--- src/rtl/b64e_pkg.sv ---
// ----------------------------------------------------------------------------
// b64e_pkg
// Shared types, constants and the character table for the base64 encoder.
// ----------------------------------------------------------------------------
package b64e_pkg;

    // group queue between front and back
    localparam int QDEPTH = 2;
    localparam int QPTR_W = (QDEPTH > 1) ? $clog2(QDEPTH) : 1;
    localparam int QCNT_W = $clog2(QDEPTH + 1);

    localparam logic [7:0] PAD_CHAR    = 8'h3D;
    localparam logic [5:0] SEXTET_MASK = 6'h3F;

    // pad counts
    localparam logic [1:0] PADS_NONE = 2'd0;
    localparam logic [1:0] PADS_ONE  = 2'd1;
    localparam logic [1:0] PADS_TWO  = 2'd2;

    // character position codes within a group
    localparam logic [1:0] POS_FIRST  = 2'd0;
    localparam logic [1:0] POS_SECOND = 2'd1;
    localparam logic [1:0] POS_THIRD  = 2'd2;
    localparam logic [1:0] POS_FOURTH = 2'd3;

    // one group of up to three bytes ready to be serialized
    typedef struct packed {
        logic [23:0] triple;
        logic [1:0]  pads;
        logic        last;
    } t_group;

    // standard alphabet lookup
    function automatic logic [7:0] b64_char(input logic [5:0] idx);
        logic [7:0] v;
        v = {2'b00, idx & SEXTET_MASK};
        if (v < 8'd26) begin
            b64_char = 8'h41 + v;
        end else if (v < 8'd52) begin
            b64_char = 8'h61 + (v - 8'd26);
        end else if (v < 8'd62) begin
            b64_char = 8'h30 + (v - 8'd52);
        end else if (v == 8'd62) begin
            b64_char = 8'h2B;
        end else begin
            b64_char = 8'h2F;
        end
    endfunction

endpackage

--- src/rtl/b64e_front.sv ---
// ----------------------------------------------------------------------------
// b64e_front
// Accepts bytes, holds up to two pending bytes and forms full groups and padded final groups.
// ----------------------------------------------------------------------------
module b64e_front (
    input  logic             i_clk,
    input  logic             i_rst_n,
    input  logic             i_accept,
    input  logic [7:0]       i_data_byte,
    input  logic             i_final_byte,
    output logic             o_push,
    output b64e_pkg::t_group o_group
);

    logic [15:0] r_pend, n_pend;
    logic [1:0]  r_cnt, n_cnt;

    // group assembly and pending byte update
    always_comb begin
        n_pend  = r_pend;
        n_cnt   = r_cnt;
        o_push  = 1'b0;
        o_group = '0;
        if (i_accept) begin
            if (r_cnt[1]) begin
                o_push         = 1'b1;
                o_group.triple = {r_pend, i_data_byte};
                o_group.pads   = b64e_pkg::PADS_NONE;
                o_group.last   = i_final_byte;
                n_pend         = '0;
                n_cnt          = '0;
            end else if (i_final_byte) begin
                o_push       = 1'b1;
                o_group.last = 1'b1;
                if (r_cnt[0]) begin
                    o_group.triple = {r_pend[7:0], i_data_byte, 8'h00};
                    o_group.pads   = b64e_pkg::PADS_ONE;
                end else begin
                    o_group.triple = {i_data_byte, 16'h0000};
                    o_group.pads   = b64e_pkg::PADS_TWO;
                end
                n_pend = '0;
                n_cnt  = '0;
            end else begin
                n_pend = {r_pend[7:0], i_data_byte};
                n_cnt  = r_cnt + 2'd1;
            end
        end
    end

    always_ff @(posedge i_clk) begin
        if (!i_rst_n) begin
            r_pend <= '0;
            r_cnt  <= '0;
        end else begin
            r_pend <= n_pend;
            r_cnt  <= n_cnt;
        end
    end

    // pending count never reaches three
    a_cnt_range: assert property (@(posedge i_clk) disable iff (!i_rst_n)
        r_cnt != 2'd3) else $error("pending count out of range");

    // a full group is always released on the third byte
    a_third_pushes: assert property (@(posedge i_clk) disable iff (!i_rst_n)
        (i_accept && r_cnt == 2'd2) |-> o_push) else $error("third byte not released");

endmodule

--- src/rtl/b64e_fifo.sv ---
// ----------------------------------------------------------------------------
// b64e_fifo
// Short group queue decoupling byte intake from character output.
// ----------------------------------------------------------------------------
module b64e_fifo (
    input  logic             i_clk,
    input  logic             i_rst_n,
    input  logic             i_push,
    input  b64e_pkg::t_group i_group,
    input  logic             i_pop,
    output logic             o_full,
    output logic             o_valid,
    output b64e_pkg::t_group o_group
);

    b64e_pkg::t_group                r_mem [b64e_pkg::QDEPTH];
    logic [b64e_pkg::QPTR_W-1:0]     r_wr, n_wr, r_rd, n_rd;
    logic [b64e_pkg::QCNT_W-1:0]     r_cnt, n_cnt;

    assign o_full  = (r_cnt == b64e_pkg::QCNT_W'(b64e_pkg::QDEPTH));
    assign o_valid = (r_cnt != '0);
    assign o_group = r_mem[r_rd];

    // pointer and count update
    always_comb begin
        n_wr  = r_wr;
        n_rd  = r_rd;
        n_cnt = r_cnt;
        if (i_push) begin
            n_wr = (r_wr == b64e_pkg::QPTR_W'(b64e_pkg::QDEPTH - 1)) ? '0 : r_wr + 1'b1;
        end
        if (i_pop) begin
            n_rd = (r_rd == b64e_pkg::QPTR_W'(b64e_pkg::QDEPTH - 1)) ? '0 : r_rd + 1'b1;
        end
        if (i_push && !i_pop) begin
            n_cnt = r_cnt + 1'b1;
        end else if (i_pop && !i_push) begin
            n_cnt = r_cnt - 1'b1;
        end
    end

    always_ff @(posedge i_clk) begin
        if (!i_rst_n) begin
            r_wr  <= '0;
            r_rd  <= '0;
            r_cnt <= '0;
        end else begin
            r_wr  <= n_wr;
            r_rd  <= n_rd;
            r_cnt <= n_cnt;
        end
    end

    // storage
    always_ff @(posedge i_clk) begin
        if (i_push) begin
            r_mem[r_wr] <= i_group;
        end
    end

    a_no_overflow: assert property (@(posedge i_clk) disable iff (!i_rst_n)
        i_push |-> !o_full) else $error("push into full queue");

    a_no_underflow: assert property (@(posedge i_clk) disable iff (!i_rst_n)
        i_pop |-> o_valid) else $error("pop from empty queue");

endmodule

--- src/rtl/b64e_back.sv ---
// ----------------------------------------------------------------------------
// b64e_back
// Serializes queued groups into four characters, one per cycle while the
// output is ready, into an output register.
// ----------------------------------------------------------------------------
module b64e_back (
    input  logic             i_clk,
    input  logic             i_rst_n,
    input  logic             i_q_valid,
    input  b64e_pkg::t_group i_group,
    output logic             o_pop,
    output logic             o_valid,
    input  logic             i_ready,
    output logic [7:0]       o_out_char,
    output logic             o_group_end,
    output logic             o_message_end
);

    logic       r_valid;
    logic [1:0] r_k;
    logic [7:0] r_char;
    logic       r_gend, r_mend;
    logic       load;
    logic [5:0] sextet;
    logic       pad;
    logic [7:0] n_char;

    assign load  = i_q_valid && (!r_valid || i_ready);
    assign o_pop = load && (r_k == b64e_pkg::POS_FOURTH);

    // sextet select by character position
    always_comb begin
        case (r_k)
            b64e_pkg::POS_FIRST:  sextet = i_group.triple[23:18];
            b64e_pkg::POS_SECOND: sextet = i_group.triple[17:12];
            b64e_pkg::POS_THIRD:  sextet = i_group.triple[11:6];
            default:              sextet = i_group.triple[5:0];
        endcase
    end

    // padding occupies the trailing positions
    always_comb begin
        case (i_group.pads)
            b64e_pkg::PADS_TWO: pad = r_k[1];
            b64e_pkg::PADS_ONE: pad = (r_k == b64e_pkg::POS_FOURTH);
            default:            pad = 1'b0;
        endcase
        n_char = pad ? b64e_pkg::PAD_CHAR : b64e_pkg::b64_char(sextet);
    end

    // control state
    always_ff @(posedge i_clk) begin
        if (!i_rst_n) begin
            r_valid <= 1'b0;
            r_k     <= b64e_pkg::POS_FIRST;
        end else begin
            if (load) begin
                r_valid <= 1'b1;
                r_k     <= r_k + 2'd1;
            end else if (i_ready) begin
                r_valid <= 1'b0;
            end
        end
    end

    // output payload register
    always_ff @(posedge i_clk) begin
        if (load) begin
            r_char <= n_char;
            r_gend <= (r_k == b64e_pkg::POS_FOURTH);
            r_mend <= (r_k == b64e_pkg::POS_FOURTH) && i_group.last;
        end
    end

    assign o_valid       = r_valid;
    assign o_out_char    = r_char;
    assign o_group_end   = r_gend;
    assign o_message_end = r_mend;

    a_mend_on_gend: assert property (@(posedge i_clk) disable iff (!i_rst_n)
        (r_valid && r_mend) |-> r_gend) else $error("message end off group end");

    a_gend_position: assert property (@(posedge i_clk) disable iff (!i_rst_n)
        $past(load) && r_gend |-> (r_k == b64e_pkg::POS_FIRST))
        else $error("group end out of position");

endmodule

--- src/rtl/base64_stream_encoder.sv ---
// ----------------------------------------------------------------------------
// base64_stream_encoder
// Streaming base64 encoder, standard alphabet with '=' padding.
// ----------------------------------------------------------------------------
// One raw byte enters per item; the final_byte flag closes the message. The
// front stage takes a byte in every cycle while the two-entry group queue has
// room, and releases a group on the third byte or on the final byte. The back
// stage emits one character per cycle while the output is ready, from the
// head group into an output register, so a group yields four characters;
// the single-character output path limits throughput. A released group
// reaches the output through the group queue and then the output register.
// No clearing pass follows reset.
// ----------------------------------------------------------------------------
module base64_stream_encoder (
    input  logic       i_clk,
    input  logic       i_rst_n,
    input  logic       i_in_valid,
    output logic       o_in_ready,
    input  logic [7:0] i_data_byte,
    input  logic       i_final_byte,
    output logic       o_out_valid,
    input  logic       i_out_ready,
    output logic [7:0] o_out_char,
    output logic       o_group_end,
    output logic       o_message_end
);

    logic             accept;
    logic             push;
    logic             pop;
    logic             q_full;
    logic             q_valid;
    b64e_pkg::t_group grp_in;
    b64e_pkg::t_group grp_head;

    assign o_in_ready = !q_full;
    assign accept     = i_in_valid && o_in_ready;

    // byte intake and group assembly
    b64e_front u_front (
        .i_clk        (i_clk),
        .i_rst_n      (i_rst_n),
        .i_accept     (accept),
        .i_data_byte  (i_data_byte),
        .i_final_byte (i_final_byte),
        .o_push       (push),
        .o_group      (grp_in)
    );

    // group queue
    b64e_fifo u_fifo (
        .i_clk   (i_clk),
        .i_rst_n (i_rst_n),
        .i_push  (push),
        .i_group (grp_in),
        .i_pop   (pop),
        .o_full  (q_full),
        .o_valid (q_valid),
        .o_group (grp_head)
    );

    // character serializer
    b64e_back u_back (
        .i_clk         (i_clk),
        .i_rst_n       (i_rst_n),
        .i_q_valid     (q_valid),
        .i_group       (grp_head),
        .o_pop         (pop),
        .o_valid       (o_out_valid),
        .i_ready       (i_out_ready),
        .o_out_char    (o_out_char),
        .o_group_end   (o_group_end),
        .o_message_end (o_message_end)
    );

endmodule
--- config.mk ---
export PLATFORM = sky130hd
export DESIGN_NAME = base64_stream_encoder
export DESIGN_NICKNAME = d
export VERILOG_FILES = /design/src/rtl/b64e_pkg.sv /design/src/rtl/b64e_front.sv /design/src/rtl/b64e_fifo.sv /design/src/rtl/b64e_back.sv /design/src/rtl/base64_stream_encoder.sv
export SDC_FILE = /design/constraint.sdc
export NUM_CORES = 1
export LEC_CHECK = 0
export BUFFER_PORTS_ARGS = -buffer_cell sky130_fd_sc_hd__buf_2
export CAP_MARGIN = 5
export CORE_MARGIN = 3
export CORE_UTILIZATION = 54
export DETAILED_ROUTE_END_ITERATION = 7
export PLACE_DENSITY = 0.72
export SLEW_MARGIN = 20
export SYNTH_ARGS = -nofsm -noshare
export SYNTH_HDL_FRONTEND = slang
export SYNTH_SLANG_ARGS = --single-unit
export TNS_END_PERCENT = 50
--- constraint.sdc ---
create_clock -name i_clk -period 7.44 [get_ports i_clk]
set_clock_uncertainty 0.2 [all_clocks]
set_input_delay 1.116 -clock i_clk [delete_from_list [all_inputs] [get_ports i_clk]]
set_output_delay 1.116 -clock i_clk [all_outputs]
set_load 0.1 [all_outputs]
# == Word-level counts from Yosys, hierarchy flattened ==
# Memory sizes are Yosys's and may differ from the RTL's. A register that Yosys moved wholly into a read port is not among the register bits.
# Cells that the tools add are included.
# Widths: inputs -> output; s select.
# op_classes
n_addsub,11
n_lt_le_gt_ge,3
n_eq_ne,7
n_mux,27
n_reduce_logical,15
# ops
operator,count
$mux 27,3
$mux 16,2
$mux 26,1
$mux 8,3
$pmux 6 s3,1
$lt 6x6->1 const B,2
$mux 1,11
$add 6x8->8 const A,1
$add 7x6->8 const A,1
$add 7x8->8 const A,1
$eq 2x2->1 const B,4
$mux 2,4
$sub 6x5->7 const B,1
$sub 6x6->7 const B,1
$add 2x1->2 const B,3
$eq 6x6->1 const B,1
$logic_and 1x1->1,6
$lt 6x5->1 const B,1
$reduce_bool 2->1,3
$eq 2x1->1 const B,2
$logic_not 1->1,4
$mux 3,1
$add 1x1->1 const B,2
$logic_not 2->1,1
other kinds (3),3
# totals
ff_bits,35
ramBits,54
in_bits,13
out_inout_bits,12
wordCells,74
memories,1
# mem_list
name,words,word_bits,rd,rd_ports_with_merged_regs,write_ports,line,text
u_fifo.r_mem,2,27,1,1,1,b64e_fifo.sv:16,b64e_pkg::t_group r_mem [b64e_pkg::QDEPTH];

# == Depth between registers and ports, before layout ==
# Gate-level depths: netlist (run 1).
# logic_depth
ltp_word,8
ltp_mapped,13
mapped_depth_nobuf,12

# == Hierarchy ==
# From an unflattened synthesis (run 1), not the netlist that was laid out.
# unflattened
hier_cells,356
area_unflattened_um2,4488.1
# by_module_without_submodules
mod,n_inst,cells_per_inst,area_each_um2,seq_area_each_um2
b64e_fifo,1,106,2174.6,1721.7
b64e_back,1,150,1288.7,360.3
b64e_front,1,98,1014.7,360.3
base64_stream_encoder,1,2,10.0,0.0

# == Worst setup path before layout (run 1) ==
# OpenSTA, ideal clock, no wires.
# synth_timing
path_kind,reg-to-reg
start,register u_fifo.r_cnt[0] (netlist bit)
end,memory u_fifo.r_mem[0][0] (netlist bit) (enable)
setup_ns,0.447
arrival_ns,3.543
required_time_ns,6.793
path_slack_ns,3.249
path_stages_with_launch,4
n_path_buf,0
synth_period_minus_slack_ns,4.191
path_cell_list,dfxtp_1 > nand2b_1 > nand2_1 > nor3_1
# synth_via
elab_chain_len,6
# synth_rtl
element,line,text
from (decl),b64e_fifo.sv:18,"logic [b64e_pkg::QCNT_W-1:0] r_cnt, n_cnt;"
from (signal assigned),b64e_fifo.sv:50,r_cnt <= n_cnt;
$eq 2x2->1,b64e_fifo.sv:20,assign o_full = (r_cnt == b64e_pkg::QCNT_W'(b64e_pkg::QDEPTH));
$logic_not 1->1,base64_stream_encoder.sv:36,assign o_in_ready = !q_full;
net o_in_ready,base64_stream_encoder.sv:18,"output logic o_in_ready,"
$logic_and 1x1->1,base64_stream_encoder.sv:37,assign accept = i_in_valid && o_in_ready;
$mux 1,b64e_front.sv:24,if (i_accept) begin
$mux 1,b64e_fifo.sv:56,if (i_push) begin
$mux 1 (implied by the code),b64e_fifo.sv:57,r_mem[r_wr] <= i_group;
to (decl),b64e_fifo.sv:16,
# The timed path passes the listed nets, and every way through them passes these cells.

# == Final worst setup path (run 1) ==
# layout_timing
start,register u_back.r_k[1]
end,"register u_back.r_char[4] (netlist: u_back.o_out_char[4]), data pin"
# layout_via
elab_chain_len,7
# layout_rtl
element,line,text
from (decl),b64e_back.sv:20,logic [1:0] r_k;
from (signal assigned),b64e_back.sv:55,r_k <= b64e_pkg::POS_FIRST;
from (signal assigned),b64e_back.sv:59,r_k <= r_k + 2'd1;
$eq 2x2->1 (tied with other cells),b64e_back.sv:33,case (r_k)
$pmux 6 s3,b64e_back.sv:33,
$sub 6x6->7,b64e_pkg.sv:42,b64_char = 8'h30 + (v - 8'd52);
$add 6x8->8,b64e_pkg.sv:42,
$mux 8,b64e_pkg.sv:41,end else if (v < 8'd62) begin
$mux 8,b64e_pkg.sv:39,end else if (v < 8'd52) begin
$mux 8,b64e_pkg.sv:37,if (v < 8'd26) begin
to (signal assigned),b64e_back.sv:69,r_char <= n_char;
to (decl),b64e_back.sv:21,logic [7:0] r_char;
# Several ways; a longest one is shown, not always the timed one.
# A chain may end at the register's enable or synchronous reset.

==> results of run 1 <==
==> power by group through the flow <==
stage / clock network (mW) / registers [mW] / logic, mW
global placement: 0 / 0.599 / 0.376
finish: 0.308 / 0.588 / 0.385
global route: 0.333 / 0.592 / 0.420
CTS: 0.311 / 0.588 / 0.383
floorplan: 0 / 0.686 / 0.236
detailed placement: 0 / 0.600 / 0.382
==> cell type report <==
cell class / instances / area share
Sequential cell: 90 / 0.517
Multi-Input combinational cell: 244 / 0.373
Clock buffer: 11 / 0.0300
Timing Repair Buffer: 26 / 0.0286
Tap cell: 102 / 0.0270
Inverter: 20 / 0.0159
Clock inverter: 5 / 0.00769
==> state kept, by name, indices dropped and copies added (netlist names), 2 cells and up, named ones only <==
register	count
u_back.r_k	2
u_back.o_out_char	8
u_fifo.r_mem	54
u_fifo.r_cnt	2
u_front.r_cnt	2
u_front.r_pend	16
==> cell usage after synthesis (6+ instances only) <==
| master | number |
|---|---|
| buf_6 | 6 |
| nand3_1 | 24 |
| clkbuf_1 | 10 |
| dfxtp_1 | 26 |
| a222oi_1 | 8 |
| nor2_1 | 11 |
| ha_1 | 14 |
| o211ai_1 | 6 |
| nor2b_1 | 9 |
| a21boi_0 | 18 |
| xnor2_1 | 8 |
| inv_1 | 17 |
| a22oi_1 | 10 |
| a22o_1 | 8 |
| mux2i_1 | 8 |
| a21oi_1 | 7 |
| nand2_1 | 40 |
| edfxtp_1 | 64 |
| and2_1 | 15 |
==> tightest hold or removal path, stage by stage, from the launching register on <==
cell	delay (ps)
dfxtp_1	320
nand2_1	50
a21boi_0	60
==> metrics by stage <==
| step | utilization | hold WS [ps] | instances |
|---|---|---|---|
| 5_1_grt | 0.604 | 295 | 498 |
| 2_1_floorplan | - | 241 | 374 |
| 4_1_cts | 0.604 | 270 | 498 |
| 3_5_place_dp | 0.581 | 258 | 482 |
| 3_3_place_gp | 0.581 | 251 | 482 |
| 6_report | 0.604 | 267 | 498 |
==> worst max path at each step <==
stage	startpoint	endpoint	slack, ps
2_1_floorplan	u_fifo.r_cnt[0]	u_fifo.r_mem[0][0]	3250
4_1_cts	u_back.r_k[1]	u_back.o_out_char[4]	3950
3_5_place_dp	i_out_ready	u_fifo.r_cnt[1]	3840
3_3_place_gp	i_out_ready	u_fifo.r_cnt[1]	3970
6_report	u_back.r_k[1]	u_back.o_out_char[4]	3940
5_1_grt	u_back.r_k[1]	u_back.o_out_char[4]	3700
==> metal layers <==
| metal | vias up | wire [um] |
|---|---|---|
| met3 | 9 | 377 |
| met1 | 1417 | 3760 |
| met2 | 85 | 3960 |
| met4 | 0 | 105 |
| met5 | - | 0 |
| li1 | 1425 | - |
==> cell usage in the layout, fill, tap and decap left out, types with 3 or more instances in the layout <==
master and count:
edfxtp_1 64, nand2_1 40, dfxtp_1 26, nand3_1 24
buf_2 24, a21boi_0 18, inv_1 17, and2_1 15
ha_1 14, a22oi_1 10, clkbuf_8 10, nor2_1 9
nor2b_1 9, mux2i_1 8, a222oi_1 8, a22o_1 8
xnor2_1 8, a21oi_1 7, o211ai_1 6, nor2_2 4
o21ai_0 4, nand3_2 3, inv_2 3, nor3_1 3
a31oi_1 3
==> kinds of logic after synthesis <==
kind of cell	Yosys count	synth area share
AND/OR/NAND/NOR	121	0.141
AO/OA/AOI/OAI	89	0.170
buffers and inverters	40	0.0488
XOR/XNOR	9	0.0179
flip-flops	90	0.554
multiplexers	11	0.0284
adder cells (fa/ha/maj)	14	0.0397
==> reports/summary.txt, run 1 <==
GP Congestion: 0.914
Peak VDD IR: 120 uV
worst path required time: 7320 ps
dominant synthesized flop cell: edfxtp_1
CTS Buf Count: 9
asr flop ratio synth: 0
Routed WL: 8200 um
Initial DRC Count: 215
FMAX: 286 MHz
first-pass GRT wire length: 13200 um
Vias/cell: 5.90
Comb power frac: 0.301
ratio of cells with drive above 1 in the final layout: 0.164
initial antenna violation count: 0
Layout fillers: 631
Final min period: 3500 ps
number of synthesized flops with an enable pin: 64
clk_lat worst skew: 360 ps
Crit path depth: 11
met3 Usage GRT: 0.0383
worst hold-check path type: reg -> reg
part of the Yosys area used for sequential elements: 0.554
FF-to-FF Start: u_back.r_k[1]
Max Slew Vio Count: 0
Placement Cell Area: 0.00454 mm^2
Leak: 1.68 nW
max_cap viols: 0
GR Util met1: 0.261
number of I/O port buffers: 24
power per cell area: 272 mW/mm^2
RR Endpoint: u_back.o_out_char[4]
Worst path slowest cell: ha_1
DRC: 0
Post-Syn Instances: 374
grt total ovfl: 0
Worst Max-Slew Pin Slew: 933 ps
Net count, final: 418
H-tree levels: 3
PostCTS Resize Cnt: 0
worst slack, placed: 3840 ps
M2 GR Usage: 0.296
Bufs and invs on worst path: 0
Most Crowded Layer GR: met2
Psw: 0.458 mW
synth-to-layout area growth: 7.04%
Synth Register Bits: 90
Final TNS setup: 0 ps
sequential power share: 0.459
I/O Pins: 25
average cell area after synthesis: 11.8 um^2
initial core utilization: 0.565
Die Area: 0.00929 mm^2
CP arrival: 3380 ps
DP HPWL: 5720 um
dominant cells by area after synthesis: edfxtp_1 (44%), dfxtp_1 (12%), ha_1 (4.0%)
outcome: complete, no violations
Worst R2R Path Depth: 11
routed length per instance: 16.5 um
hold path endpoint: u_front.r_pend[15]
FP Rows: 32
core area: 0.00781 mm^2
critical path cell sequence: ha_1, nor2b_1, nand3_1, nand3_2, ha_1, nor2b_1, nand2_1, a32oi_1, o32ai_2, nor3_1, o311ai_2
final instance area: 0.00472 mm^2
final setup violation count: 0
clock share of power: 0.240
startpoint types: register
post-synth top area share: 0.436
Max Root-Sink Buffers: 2
Syn. warnings: 0
total design power: 1.28 mW
area occupied by multi-input gates: 0.00176 mm^2
Net Sw Frac: 0.357
First-pass DRT Iterations: 7
Critical Path Max Stage Delay: 610 ps
cell area after synthesis: 0.00441 mm^2
register area: 0.00244 mm^2
Post-CTS Setup Bufs: 0
R2R Setup Slk: 3940 ps
Crit. End Element: register
vias in the first global route: 2622
DRT antenna net count: 0
Num Clock Sinks: 90
hold path depth: 2
Syn Nets: 401
largest net degree at the start of global routing: 29
slew margin rel.: 0.374
final worst slack: 3940 ps
delay-heaviest family, CP: simple AND/OR/NAND/NOR gates
Worst Hold Launch: u_front.r_pend[15]
CTS Hold Bufs: 0
routed vias: 2936
unrepaired setup endpoints after global routing: false
gr usage total: 0.189
CTS clk-pin slew, worst paths: 80 ps
Pint: 0.824 mW
CTS tree: done
Die H: 96.4 um
final hold vios: 0
Yosys top cell by area: edfxtp_1
Yosys cell types: 61
Crit Path Max Fanout: 16
Horiz. Die Dim: 96.4 um
diodes inserted: 0
critical path class: reg -> reg
Root Buffer: clkbuf_8
Final Cycle Share: 0.470
Note: power is estimated with default switching activity, not from simulation.
==> run 2: changes to the inputs <==
- ABC_AREA: default -> 1
- clock period: 7.44 -> 3.4 ns (I/O delays scaled with it)
==> run 2 against run 1 <==
Compared with the run above:
- clock power rose by 130%
- utilization grew 0.98 points
- via count increased by 13%
- critical path type unchanged
- largest power group unchanged
==> reports/summary.txt, run 2 <==
outcome: complete, no violations
FP Rows: 32 (unchanged)
I/O Pins: 25 (unchanged)
final instance area: 0.00482 mm^2 (+2.1%)
Num Clock Sinks: 90 (unchanged)
Final TNS setup: 0 ps (unchanged)
dominant synthesized flop cell: edfxtp_1
average cell area after synthesis: 9.29 um^2 (-21%)
Final min period: 2880 ps (-618 ps)
final hold vios: 0 (unchanged)
max_cap viols: 0 (unchanged)
final setup violation count: 0 (unchanged)
grt total ovfl: 0 (unchanged)
Routed WL: 9550 um (+16%)
Die H: 96.6 um (+0.23%)
post-synth top area share: 0.434 (-0.00209)
DRT antenna net count: 0 (unchanged)
asr flop ratio synth: 0 (unchanged)
part of the Yosys area used for sequential elements: 0.551 (-0.00266)
most frequent cells in the layout: nand2_1 (110), edfxtp_1 (64), inv_1 (55)
power per cell area: 677 mW/mm^2 (+150%)
Worst Max-Slew Pin Slew: 634 ps (-299 ps)
Post-CTS Setup Bufs: 0 (unchanged)
gr usage total: 0.222 (+0.0330)
startpoint types: register
Yosys top cell by area: edfxtp_1
vias in the first global route: 3155 (+20%)
unrepaired setup endpoints after global routing: false
Syn. warnings: 0 (unchanged)
Crit Path Max Fanout: 12 (-4)
worst hold-check path type: in -> reg
Yosys cell types: 37 (-39%)
Net count, final: 528 (+26%)
CTS Hold Bufs: 0 (unchanged)
slew margin rel.: 0.577 (+0.204)
Placement Cell Area: 0.00463 mm^2 (+2.0%)
routed length per instance: 15.7 um (-4.6%)
FMAX: 347 MHz (+21%)
CP arrival: 2780 ps (-600 ps)
DP HPWL: 6960 um (+22%)
CTS Buf Count: 9 (unchanged)
first-pass GRT wire length: 15400 um (+17%)
Top reg by flops: u_fifo.r_mem
GP Congestion: 0.888 (-2.9%)
critical path class: reg -> reg
Initial DRC Count: 258 (+20%)
DRC: 0 (unchanged)
clk_lat worst skew: 360 ps (about the same)
most frequent cells after synthesis: nand2_1 (110), edfxtp_1 (64), inv_1 (55), a21oi_1 (38), nand3_1 (38)
PostCTS Resize Cnt: 0 (unchanged)
Leak: 1.97 nW (+18%)
Synth Register Bits: 90 (unchanged)
Crit. End Element: register
Horiz. Die Dim: 96.6 um (+0.23%)
top-count cell post-synth: nand2_1
ratio of cells with drive above 1 in the final layout: 0.142 (-0.0218)
routed vias: 3332 (+13%)
max FFs per register: 54 (unchanged)
Max Used Layer: met4
final core utilization: 0.614 (+0.00983)
diodes inserted: 0 (unchanged)
Die Area: 0.00933 mm^2 (+0.46%)
synth-to-layout area growth: 8.81%
cell area after synthesis: 0.00443 mm^2 (+0.48%)
Final Cycle Share: 0.847 (+0.377)
initial antenna violation count: 0 (unchanged)
CTS clk-pin slew, worst paths: 90 ps (about the same)
Max Slew Vio Count: 0 (unchanged)
Syn Nets: 504 (+26%)
largest net degree at the start of global routing: 31 (+6.9%)
Max Root-Sink Buffers: 2 (unchanged)
number of synthesized flops with an enable pin: 64 (unchanged)
First-pass DRT Iterations: 5 (-2)
initial core utilization: 0.565 (about the same)
WL met1: 4160 um (+11%)
met3 WL: 531 um (+41%)
Root Buffer: clkbuf_8
worst path required time: 3300 ps (-4020 ps)
number of I/O port buffers: 24 (unchanged)
met2 routed WL: 4720 um (+19%)
core area: 0.00785 mm^2 (+0.51%)
Vias/cell: 5.48 (-7.0%)
Peak VDD IR: 365 uV (+200%)
dominant cells by area after synthesis: edfxtp_1 (43%), dfxtp_1 (12%), nand2_1 (9.3%)
commonest non-fill, non-tap cell in the layout: nand2_1
Post-Syn Instances: 477 (+28%)
CTS tree: done
Layout fillers: 686 (+8.7%)
H-tree levels: 3 (unchanged)
==> run 2: changes by cell type after synthesis, moves of 9 or more <==
cell      previous run  this run
a21boi_0            18         0
a21oi_1              7        38
a22oi_1             10         1
and2_1              15         0
inv_1               17        55
nand2_1             40       110
nand3_1             24        38
nor2_1              11        34
nor2b_1              9         0
o21ai_0              4        14
==> run 2: per-layer routing <==
layer  global-route usage  vias up
met5                    0        -
met4               0.0701        0
met3               0.0480       15
met2                0.369      108
met1                0.290     1556
li1                     -     1653
==> run 2: where the power goes <==
part,switching [mW],internal (mW),total [mW]
clock network,0.393,0.320,0.713
logic,0.895,0.304,1.20
registers,0.0438,1.31,1.35
total,1.33,1.93,3.27
==> run 2: final timing paths <==
check	from	endpoint	slack, ps	cells after the start
worst max-delay path	u_back.r_k[1]	u_back.o_out_char[4]	520	16
worst min-delay path	i_data_byte[4]	u_front.r_pend[4]	240	3
worst max register to register	u_back.r_k[1]	u_back.o_out_char[4]	520	16
worst min register to register	u_front.r_pend[11]	u_front.r_pend[11]	270	2
==> run 2: stage by stage <==
stage / setup WS, ps / instances / power, mW / hold WS, ps
final: 519 / 608 / 3.27 / 242
after global routing: 248 / 608 / 3.45 / 239
after CTS: 526 / 608 / 3.28 / 220
after detailed placement: 533 / 592 / 2.57 / 258
after global placement: 733 / 592 / 2.55 / 253
after floorplan: 61.3 / 477 / 2.36 / 245
==> run 2: layout make-up <==
type / instances / area [um^2] / share of cell area
flip-flops and latches: 90 / 2440 / 0.507
repair buffers: 32 / 180 / 0.0374
clock inverters: 5 / 41.3 / 0.00856
inverters: 58 / 218 / 0.0452
multi-input cells: 310 / 1660 / 0.344
clock buffers: 11 / 153 / 0.0317
well taps: 102 / 128 / 0.0265
==> run 2: cell families after synthesis <==
family / Yosys count / share of synthesized area
AO/OA/AOI/OAI: 82 / 0.112
XOR/XNOR: 7 / 0.0138
adder cells (fa/ha/maj): 14 / 0.0395
buffers and inverters: 77 / 0.0754
flip-flops: 90 / 0.551
AND/OR/NAND/NOR: 207 / 0.208
==> run 2: critical path, stage by stage, from the launching register on <==
cell      delay (ps)
dfxtp_1          370
inv_1            110
ha_1             400
nand2_1          110
nand2_1           80
inv_1             40
nand2_1           50
nand2_1           50
nand2_1           50
nand2_1          120
ha_1             290
inv_1            130
nand3_1          140
a21oi_4          190
a21oi_1          100
o21ai_0          100
nand3b_1         110
